==> src/hdl/osa_pkg.sv <==
// Shared types and codes for the optimal-string-alignment distance block.
// No dependencies; used by osa_edit_distance.
package osa_pkg;

  // Item kinds carried on the input tuser field.
  localparam logic [1:0] KIND_FIRST  = 2'd0;
  localparam logic [1:0] KIND_SECOND = 2'd1;
  localparam logic [1:0] KIND_END    = 2'd2;

  // Reset value of the gap limit register.
  localparam logic [5:0] GAP_LIMIT_RESET = 6'd2;

  // Largest distance that the 6-bit result field can carry.
  localparam int DIST_SAT = 63;

  typedef enum logic [2:0] {
    ST_IDLE,
    ST_ROW,
    ST_CELL,
    ST_DRAIN,
    ST_EMIT
  } osa_state_t;

endpackage

==> src/hdl/osa_ram.sv <==
// Generic simple dual-port RAM: one write port, one read port, registered read data.
// No dependencies; instantiated for the word stores and the grid rows.
module osa_ram #(
  parameter int WIDTH = 8,
  parameter int DEPTH = 32
) (
  input  logic                     clk,
  input  logic                     we,
  input  logic [$clog2(DEPTH)-1:0] waddr,
  input  logic [WIDTH-1:0]         wdata,
  input  logic                     re,
  input  logic [$clog2(DEPTH)-1:0] raddr,
  output logic [WIDTH-1:0]         rdata
);

  logic [WIDTH-1:0] mem [DEPTH];

  always_ff @(posedge clk) begin
    if (we) begin
      mem[waddr] <= wdata;
    end
    if (re) begin
      rdata <= mem[raddr];
    end
  end

endmodule

==> src/hdl/osa_edit_distance.sv <==
// Top level of the optimal-string-alignment edit distance block.
// Depends on osa_pkg (types, codes) and osa_ram (word stores and grid rows).

// The block collects two byte words, one character per input transfer (tuser
// kind 0 appends to the first word, kind 1 to the second), and on an end
// transfer (kind 2) returns one result: the optimal-string-alignment distance,
// where insertion, deletion, substitution and a swap of two adjacent
// characters each cost one. Character transfers are accepted even while an
// earlier result still waits on the output. When the word lengths differ by
// more than gap_limit, or one word is empty, the grid is skipped and the
// result goes straight to the emit state; otherwise a single cell unit
// evaluates one grid cell per cycle, reading the previous two rows from their
// own memories and writing the current row into a third, with a row setup
// state before each row. No input is taken while the grid runs. Characters
// beyond MAX_LEN are dropped and flagged in word_overflow; gap_exceeded
// reports a computation skipped for the gap limit, with distance 0.
// Distances above 63 saturate. Both words are emptied after every result.
module osa_edit_distance #(
  parameter int MAX_LEN = 32
) (
  input  logic       clk,
  input  logic       rst,
  // Input stream.
  input  logic       s_tvalid,
  output logic       s_tready,
  input  logic [7:0] s_tdata,   // [7:0] ch
  input  logic [1:0] s_tuser,   // [1:0] kind
  // Result stream.
  output logic       m_tvalid,
  input  logic       m_tready,
  output logic [7:0] m_tdata,   // [5:0] distance, [7:6] zero
  output logic [1:0] m_tuser,   // [0] gap_exceeded, [1] word_overflow
  // Gap limit register write channel.
  input  logic       cfg_valid,
  output logic       cfg_ready,
  input  logic [5:0] cfg_data
);

  // Lengths and distances both span 0..MAX_LEN; row memories hold MAX_LEN+1
  // entries and are addressed by column index with the same width.
  localparam int LW  = $clog2(MAX_LEN + 1);
  localparam int WAW = $clog2(MAX_LEN);

  osa_pkg::osa_state_t state, state_next;

  // Control strobes decoded from the state.
  logic accept_in;
  logic load_first;
  logic load_second;
  logic start_end;
  logic row_setup;
  logic cell_issue;
  logic emit_now;

  // Word bookkeeping and configuration.
  logic [LW-1:0] first_len;
  logic [LW-1:0] second_len;
  logic          overflow_seen;
  logic [5:0]    gap_limit;
  logic [LW-1:0] len_diff;
  logic          gap_hit;
  logic          empty_word;

  // Grid position of the cell being issued and the row memory roles.
  logic [LW-1:0] row_i;
  logic [LW-1:0] col_j;
  logic [1:0]    rc;
  logic [1:0]    rc_setup;
  logic [1:0]    ob_sel;
  logic [1:0]    tb_sel;
  logic [LW-1:0] col_jm2;
  logic          last_col;
  logic          last_row;

  // Second stage: the cell whose reads were issued in the previous cycle.
  logic          b_valid;
  logic [LW-1:0] b_i;
  logic [LW-1:0] b_j;
  logic [1:0]    b_wram;
  logic [1:0]    b_ob;
  logic [1:0]    b_tb;
  logic          b_last;

  // Values carried from cell to cell and from row to row.
  logic [LW-1:0] ob_prev;   // previous row, column j-1
  logic [LW-1:0] cur_prev;  // current row, column j-1
  logic [7:0]    s_prev;    // second word, character j-2
  logic [7:0]    fw_prev;   // first word, character i-2

  // Memory read data.
  logic [7:0]    fw_rd;
  logic [7:0]    sw_rd;
  logic [LW-1:0] row_rd [3];

  // Cell arithmetic.
  logic [LW-1:0] ob_j;
  logic [LW-1:0] tb_v;
  logic [LW:0]   sub_cost;
  logic [LW:0]   del_cost;
  logic [LW:0]   ins_cost;
  logic [LW:0]   swp_cost;
  logic [LW:0]   best_w;
  logic [LW-1:0] best;
  logic          swap_ok;

  // Result holding register.
  logic [LW-1:0] res_dist;
  logic          res_gap;
  logic [5:0]    dist_sat;

  assign cfg_ready = 1'b1;
  assign accept_in = s_tvalid && s_tready;

  // Length difference against the gap limit decides whether the grid runs.
  assign len_diff   = (first_len > second_len) ? (first_len - second_len)
                                               : (second_len - first_len);
  assign gap_hit    = 32'(len_diff) > 32'(gap_limit);
  assign empty_word = (first_len == '0) || (second_len == '0);

  assign last_col = (col_j == second_len);
  assign last_row = (row_i == first_len);

  // ------------------------------------------------------------------
  // Next-state logic.
  // ------------------------------------------------------------------
  always_comb begin
    state_next = state;
    case (state)
      osa_pkg::ST_IDLE: begin
        if (accept_in && s_tuser == osa_pkg::KIND_END) begin
          if (gap_hit || empty_word) begin
            state_next = osa_pkg::ST_EMIT;
          end else begin
            state_next = osa_pkg::ST_ROW;
          end
        end
      end
      osa_pkg::ST_ROW: begin
        state_next = osa_pkg::ST_CELL;
      end
      osa_pkg::ST_CELL: begin
        if (last_col) begin
          state_next = last_row ? osa_pkg::ST_DRAIN : osa_pkg::ST_ROW;
        end
      end
      osa_pkg::ST_DRAIN: begin
        state_next = osa_pkg::ST_EMIT;
      end
      osa_pkg::ST_EMIT: begin
        if (!m_tvalid || m_tready) begin
          state_next = osa_pkg::ST_IDLE;
        end
      end
      default: begin
        state_next = osa_pkg::ST_IDLE;
      end
    endcase
  end

  // ------------------------------------------------------------------
  // Output decode of the state machine.
  // ------------------------------------------------------------------
  always_comb begin
    s_tready    = 1'b0;
    load_first  = 1'b0;
    load_second = 1'b0;
    start_end   = 1'b0;
    row_setup   = 1'b0;
    cell_issue  = 1'b0;
    emit_now    = 1'b0;
    case (state)
      osa_pkg::ST_IDLE: begin
        s_tready    = 1'b1;
        load_first  = s_tvalid && s_tuser == osa_pkg::KIND_FIRST;
        load_second = s_tvalid && s_tuser == osa_pkg::KIND_SECOND;
        start_end   = s_tvalid && s_tuser == osa_pkg::KIND_END;
      end
      osa_pkg::ST_ROW: begin
        row_setup = 1'b1;
      end
      osa_pkg::ST_CELL: begin
        cell_issue = 1'b1;
      end
      osa_pkg::ST_DRAIN: begin
        cell_issue = 1'b0;
      end
      osa_pkg::ST_EMIT: begin
        emit_now = !m_tvalid || m_tready;
      end
      default: begin
        s_tready = 1'b0;
      end
    endcase
  end

  always_ff @(posedge clk) begin
    if (rst) begin
      state <= osa_pkg::ST_IDLE;
    end else begin
      state <= state_next;
    end
  end

  // ------------------------------------------------------------------
  // Gap limit register and word lengths.
  // ------------------------------------------------------------------
  always_ff @(posedge clk) begin
    if (rst) begin
      gap_limit <= osa_pkg::GAP_LIMIT_RESET;
    end else if (cfg_valid && cfg_ready) begin
      gap_limit <= cfg_data;
    end
  end

  always_ff @(posedge clk) begin
    if (rst) begin
      first_len     <= '0;
      second_len    <= '0;
      overflow_seen <= 1'b0;
    end else if (emit_now) begin
      first_len     <= '0;
      second_len    <= '0;
      overflow_seen <= 1'b0;
    end else begin
      if (load_first) begin
        if (32'(first_len) < MAX_LEN) begin
          first_len <= first_len + LW'(1);
        end else begin
          overflow_seen <= 1'b1;
        end
      end
      if (load_second) begin
        if (32'(second_len) < MAX_LEN) begin
          second_len <= second_len + LW'(1);
        end else begin
          overflow_seen <= 1'b1;
        end
      end
    end
  end

  // Word stores. The first word is read once per row, the second once per cell.
  osa_ram #(
    .WIDTH(8),
    .DEPTH(MAX_LEN)
  ) u_first_word (
    .clk  (clk),
    .we   (load_first && 32'(first_len) < MAX_LEN),
    .waddr(first_len[WAW-1:0]),
    .wdata(s_tdata),
    .re   (row_setup),
    .raddr(WAW'(row_i - LW'(1))),
    .rdata(fw_rd)
  );

  osa_ram #(
    .WIDTH(8),
    .DEPTH(MAX_LEN)
  ) u_second_word (
    .clk  (clk),
    .we   (load_second && 32'(second_len) < MAX_LEN),
    .waddr(second_len[WAW-1:0]),
    .wdata(s_tdata),
    .re   (cell_issue),
    .raddr(WAW'(col_j - LW'(1))),
    .rdata(sw_rd)
  );

  // ------------------------------------------------------------------
  // Grid sequencing. The three row memories rotate roles every row: rc holds
  // the current row, rc-1 the row above and rc+1 the row two above.
  // ------------------------------------------------------------------
  assign rc_setup = (row_i == LW'(1)) ? 2'd0 : ((rc == 2'd2) ? 2'd0 : rc + 2'd1);
  assign ob_sel   = (rc == 2'd0) ? 2'd2 : rc - 2'd1;
  assign tb_sel   = (rc == 2'd2) ? 2'd0 : rc + 2'd1;
  assign col_jm2  = (col_j < LW'(2)) ? '0 : col_j - LW'(2);

  always_ff @(posedge clk) begin
    if (rst) begin
      row_i <= '0;
      col_j <= '0;
      rc    <= 2'd0;
    end else begin
      if (start_end) begin
        row_i <= LW'(1);
      end else if (cell_issue && last_col && !last_row) begin
        row_i <= row_i + LW'(1);
      end
      if (row_setup) begin
        col_j <= LW'(1);
        rc    <= rc_setup;
      end else if (cell_issue) begin
        col_j <= col_j + LW'(1);
      end
    end
  end

  always_ff @(posedge clk) begin
    if (rst) begin
      b_valid <= 1'b0;
    end else begin
      b_valid <= cell_issue;
    end
  end

  always_ff @(posedge clk) begin
    b_i    <= row_i;
    b_j    <= col_j;
    b_wram <= rc;
    b_ob   <= ob_sel;
    b_tb   <= tb_sel;
    b_last <= last_col && last_row;
  end

  // Row memories. The setup cycle writes column zero of the new row while the
  // cell stage finishes the old row in a different memory.
  for (genvar k = 0; k < 3; k++) begin : g_row
    logic          we_k;
    logic [LW-1:0] waddr_k;
    logic [LW-1:0] wdata_k;
    logic          setup_k;

    assign setup_k = row_setup && rc_setup == 2'(k);
    assign we_k    = setup_k || (b_valid && b_wram == 2'(k));
    assign waddr_k = setup_k ? '0 : b_j;
    assign wdata_k = setup_k ? row_i : best;

    osa_ram #(
      .WIDTH(LW),
      .DEPTH(MAX_LEN + 1)
    ) u_row (
      .clk  (clk),
      .we   (we_k),
      .waddr(waddr_k),
      .wdata(wdata_k),
      .re   (cell_issue),
      .raddr((ob_sel == 2'(k)) ? col_j : col_jm2),
      .rdata(row_rd[k])
    );
  end

  // ------------------------------------------------------------------
  // Cell unit. Row zero is the column index itself, so the first two rows
  // take their upper neighbors from the index instead of a memory.
  // ------------------------------------------------------------------
  assign ob_j     = (b_i == LW'(1)) ? b_j : row_rd[b_ob];
  assign tb_v     = (b_i == LW'(2)) ? b_j - LW'(2) : row_rd[b_tb];
  assign sub_cost = {1'b0, ob_prev} + ((fw_rd == sw_rd) ? '0 : (LW + 1)'(1));
  assign del_cost = {1'b0, ob_j} + (LW + 1)'(1);
  assign ins_cost = {1'b0, cur_prev} + (LW + 1)'(1);
  assign swp_cost = {1'b0, tb_v} + (LW + 1)'(1);
  assign swap_ok  = (b_i > LW'(1)) && (b_j > LW'(1)) &&
                    (fw_rd == s_prev) && (fw_prev == sw_rd);

  always_comb begin
    best_w = (del_cost < ins_cost) ? del_cost : ins_cost;
    if (sub_cost < best_w) begin
      best_w = sub_cost;
    end
    if (swap_ok && swp_cost < best_w) begin
      best_w = swp_cost;
    end
  end

  assign best = best_w[LW-1:0];

  // Row setup takes priority: the last cell of a row has no successor there.
  always_ff @(posedge clk) begin
    if (row_setup) begin
      ob_prev  <= row_i - LW'(1);
      cur_prev <= row_i;
      fw_prev  <= fw_rd;
    end else if (b_valid) begin
      ob_prev  <= ob_j;
      cur_prev <= best;
    end
    if (b_valid) begin
      s_prev <= sw_rd;
    end
  end

  // ------------------------------------------------------------------
  // Result register and output stage.
  // ------------------------------------------------------------------
  always_ff @(posedge clk) begin
    if (start_end) begin
      res_gap  <= gap_hit;
      res_dist <= gap_hit ? '0 : (first_len | second_len);
    end else if (b_valid && b_last) begin
      res_dist <= best;
    end
  end

  assign dist_sat = (32'(res_dist) > osa_pkg::DIST_SAT) ? 6'(osa_pkg::DIST_SAT)
                                                        : 6'(res_dist);

  always_ff @(posedge clk) begin
    if (rst) begin
      m_tvalid <= 1'b0;
    end else if (emit_now) begin
      m_tvalid <= 1'b1;
    end else if (m_tready) begin
      m_tvalid <= 1'b0;
    end
  end

  always_ff @(posedge clk) begin
    if (emit_now) begin
      m_tdata <= {2'b00, dist_sat};
      m_tuser <= {overflow_seen, res_gap};
    end
  end

  // ------------------------------------------------------------------
  // Assertions.
  // ------------------------------------------------------------------
  a_no_input_while_busy: assert property (@(posedge clk) disable iff (rst)
    (state != osa_pkg::ST_IDLE) |-> !s_tready)
    else $error("input accepted while the grid is busy");

  a_setup_port_free: assert property (@(posedge clk) disable iff (rst)
    (row_setup && b_valid) |-> (rc_setup != b_wram))
    else $error("row setup and cell write hit the same row memory");

  a_len_bounded: assert property (@(posedge clk) disable iff (rst)
    (32'(first_len) <= MAX_LEN) && (32'(second_len) <= MAX_LEN))
    else $error("word length beyond MAX_LEN");

  a_gap_zero_dist: assert property (@(posedge clk) disable iff (rst)
    (m_tvalid && m_tuser[0]) |-> (m_tdata == 8'd0))
    else $error("skipped computation reports a nonzero distance");

  a_result_from_emit: assert property (@(posedge clk) disable iff (rst)
    $rose(m_tvalid) |-> $past(state == osa_pkg::ST_EMIT))
    else $error("result raised outside the emit state");

endmodule
==> config.mk <==
export PLATFORM = sky130hd
export DESIGN_NAME = osa_edit_distance
export DESIGN_NICKNAME = d
export VERILOG_FILES = /design/src/hdl/osa_pkg.sv /design/src/hdl/osa_ram.sv /design/src/hdl/osa_edit_distance.sv
export SDC_FILE = /design/constraint.sdc
export NUM_CORES = 2
export LEC_CHECK = 0
export BUFFER_PORTS_ARGS = -buffer_cell sky130_fd_sc_hd__buf_2
export CELL_PAD_IN_SITES_DETAIL_PLACEMENT = 0
export CELL_PAD_IN_SITES_GLOBAL_PLACEMENT = 2
export CORE_MARGIN = 1
export CORE_UTILIZATION = 43
export DETAILED_ROUTE_END_ITERATION = 12
export HOLD_SLACK_MARGIN = 0.02
export PLACE_DENSITY_LB_ADDON = 0.1
export SLEW_MARGIN = 20
export SYNTH_ARGS = -nofsm -noshare
export SYNTH_HDL_FRONTEND = slang
export SYNTH_SLANG_ARGS = --single-unit
==> constraint.sdc <==
create_clock -name clk -period 8.5 [get_ports clk]
set_input_delay 0.85 -clock clk [delete_from_list [all_inputs] [get_ports clk]]
set_output_delay 0.85 -clock clk [all_outputs]
set_load 0.05 [all_outputs]
==> impl_metrics.tcl <==
set metrics [dict create \
    overflow 0 \
    holdPathStages 3 \
    period_minus_slack_ns 8.189 \
    yosys.area_share.xor_xnor_pct 1.374 \
    p_leak_nw 19.56 \
    initial_core_util_pct 43.54 \
    synth_cells 3163 \
    cpPeakStageDelay_ns 0.58 \
    antenna_found_initial 9 \
    fin_total_pwr_w 0.01299 \
    io_buffers 30 \
    drtIter0Drc 2619 \
    netlist.area_leader.share_pct 68.82 \
    synth_top_cell_by_area "edfxtp_1" \
    via_count 28716 \
    irDropWorstVdd_v 0.0001768 \
    cp.required_ns 8.94 \
    clk_latency_ns 0.74 \
    groute.layer.met3.usage_pct 3.960 \
    hp-class "input port to flip-flop" \
    cpMaxStageDelayCell "or4_4" \
    ctsLongestPathBuffers 3 \
    io_pins 34 \
    core_mm2 0.1186 \
    start_kind "flip-flop" \
    crit_arrival_ns 8.63 \
    p_sw_share_pct 20.52 \
    grt_usage_pct 22.76 \
    crit_start "b_i[3]" \
    clkPwrFrac_pct 45.0 \
    maxCapViolCount 0 \
    grt_pass1_wl_um 200800 \
    wirelength_um 136800 \
    htreeDepth 4 \
    cts_buffers 137 \
    path_class "flip-flop to flip-flop" \
    area.growth.synth_to_final_pct 13.79 \
    finClkSkew_ns 0.02489 \
    ant_nets 0 \
    synth_cell_types 84 \
    via_per_inst 5.763 \
    synth_top_family_by_area "multiplexers" \
    drc_errors 0 \
    synth_mux_area_share_pct 12.02 \
    avgRoutedWirePerCell_um 27.45 \
    ys_warn_count 0 \
    grtUsageMet2_pct 34.50 \
    met1_usage_pct 33.98 \
    critPathMaxFanout 33 \
    finalHoldWorstSlack_ns 0.3328 \
    reg2reg_depth 30 \
    yosysSeqAreaShare_pct 71.03 \
    ys_top_cells_by_count "1183 x edfxtp_1, 227 x mux2i_1, 220 x nor2_1" \
    fp.dieH_um 348.5 \
    powerDensity_mw_per_mm2 221.1 \
    r2r_start "b_i[3]" \
    yosys-top-cells-area "edfxtp_1 69%, mux4_2 7.0%, mux2i_1 4.4%, dfxtp_1 2.2%, ha_1 1.6%" \
    period_share_pct 96.34 \
    placed_area_mm2 0.05421 \
    slew_viol_final 0 \
    final_net_count 3358 \
    max_freq_ghz 0.1221 \
    register_area_mm2 0.03667 \
    synth_ff_type "edfxtp_1" \
    synthAdderAreaFrac_pct 1.677 \
    multi_input_area_mm2 0.01445 \
    gp_congestion 0.8839 \
    grt_pass1_vias 28576 \
    die_width_um 348.5 \
    outcome "finished clean" \
    seqPwrFrac_pct 52.0 \
    netlist_area_mm2 0.05162 \
    std_cell_rows 126 \
    synth_edf_count 1183 \
    rrSetupSlack_ns 0.31 \
    hold_viol 0 \
    async_flop_share_pct 0 \
    finalSetupViolations 0 \
    path_clk_slew_ns 0.06 \
    yosysMostFrequentCell "edfxtp_1" \
    fin_cells 4983 \
    r2r_end "g_row[0].u_row.mem[0][4]" \
    die_area_mm2 0.1214 \
    crit_top_cell "ha_1" \
    internal_power_w 0.01032 \
    ys_ff_latch 1240 \
    postCtsSetupBuffers 0 \
    hpwl_um 89950 \
    cts_sinks 1240 \
    dr.pass1.iters 5 \
    postSynthAreaPerCell_um2 16.32 \
    fillers 9905 \
    cts_tree "built" \
    fin_tns_setup_ns 0 \
    worst_slew_pin_slew_ns 1.174 \
    final_area_mm2 0.05874 \
    p_comb_share_pct 3.0 \
    final_layout_size_suffix_gt1_share_pct 17.48 \
    hp-start "cfg_data[1]" \
    root_buffer "clkbuf_16" \
    placedCellCount 4728 \
    slew_headroom_pct 21.28 \
    synth_compound_area_share_pct 5.599 \
    p_switching_w 0.002665 \
    grt_max_degree 66 \
    cp-end-kind "flip-flop" \
    synth-simple-area-share_pct 6.530 \
    min_delay_worst_endpoint "gap_limit[1]" \
    grt_busiest_layer "met2" \
]
[through the flow]
stage                     setup slack (ns)  utilization (%)
after detailed placement           0.01607            45.73
final                               0.3108            49.55
after floorplan                   -0.04337                -
after global placement              0.1836            45.68
after global routing               -0.1065            49.55
after CTS                         0.008854            49.46
[layer usage]
layer	up-vias	share of wire, %
met4	0	2.0
met2	880	46
met5	-	0
li1	12772	-
met3	172	6.0
met1	14892	46
[cell type report]
class	count	share of cell area [%]
timing repair buffer	133	1.672
tap	1600	3.408
sequential	1240	62.43
clock buffer	177	6.254
antenna	2	0.008520
multi-input combinational	1701	24.60
clock inverter	74	1.265
inverter	56	0.3579
[cell families after synthesis]
group	after synthesis
other	2
XOR/XNOR	81
flip-flops	1240
buffers and inverters	223
AO/OA/AOI/OAI	411
multiplexers	416
AND/OR/NAND/NOR	722
adder cells (fa/ha/maj)	68
[layout by cell type, fill, tap and decap left out, types with 11 or more instances in the layout]
cell type  instances
o221ai_1          19
clkbuf_1          35
o211ai_1          11
nor3_1            66
clkinv_1          35
nand3_1           62
a211oi_1          27
xor2_1            34
inv_1             52
mux4_2           160
nor2b_1           11
a221oi_1          45
ha_1              64
nor4_1            38
xnor2_1           43
nor2_1           220
nand2b_1          12
mux2_2            28
a221o_1           16
o21ai_0           34
nand2_1          196
buf_2             26
nand4_1           19
clkbuf_16        141
o31ai_4           11
buf_4            101
a21oi_1           94
nor3_2            14
bufinv_16         13
dfxtp_1           55
o22ai_1           48
or2_2             17
clkinv_2          15
edfxtp_1        1183
mux2i_1          227
[worst max-delay path by stage]
stage	to	cells after the start
after floorplan	g_row[1].u_row.mem[0][2]	34
after global placement	g_row[1].u_row.mem[12][2]	30
after detailed placement	g_row[1].u_row.mem[0][4]	29
after CTS	g_row[1].u_row.mem[9][2]	30
after global routing	g_row[0].u_row.mem[6][4]	31
final	g_row[0].u_row.mem[0][4]	30
[what timing repair did]
action,in CTS,in global routing
hold buffers,0,0
gates cloned,0,0
gates resized for setup,1,9
setup endpoints to repair,60,565
pin swaps,0,1
[state kept, by name, indices dropped and copies added (netlist names), 6 cells and up]
| signal | cells |
|---|---|
| b_i | 6 |
| b_j | 6 |
| col_j | 6 |
| cur_prev | 6 |
| dist_sat | 6 |
| first_len | 6 |
| fw_prev | 8 |
| g_row.u_row.mem | 594 |
| g_row.u_row.rdata | 18 |
| gap_limit | 6 |
| m_tdata | 6 |
| ob_prev | 6 |
| row_i | 6 |
| s_prev | 8 |
| second_len | 6 |
| u_first_word.mem | 256 |
| u_first_word.rdata | 8 |
| u_second_word.mem | 256 |
| u_second_word.rdata | 8 |
[power by group through the flow]
stage / logic (W) / registers [W] / clock network [W]
2_1_floorplan: 0.000205 / 0.00688 / 0
3_3_place_gp: 0.000382 / 0.00688 / 0
3_5_place_dp: 0.000396 / 0.00688 / 0
4_1_cts: 0.000398 / 0.00676 / 0.00595
5_1_grt: 0.000430 / 0.00675 / 0.00620
6_report: 0.000395 / 0.00675 / 0.00584
[worst max-delay path: cells and delay by family (launching register included)]
kind	cells	cell delay (ns)
DFF	1	0.30
and+or+nand+nor	13	3.60
muxes	1	0.26
adders and majority gates	4	1.19
buffers and inverters	3	0.49
AOI/OAI and AO/OA	9	2.04
Power figures use the tool's default switching activity.
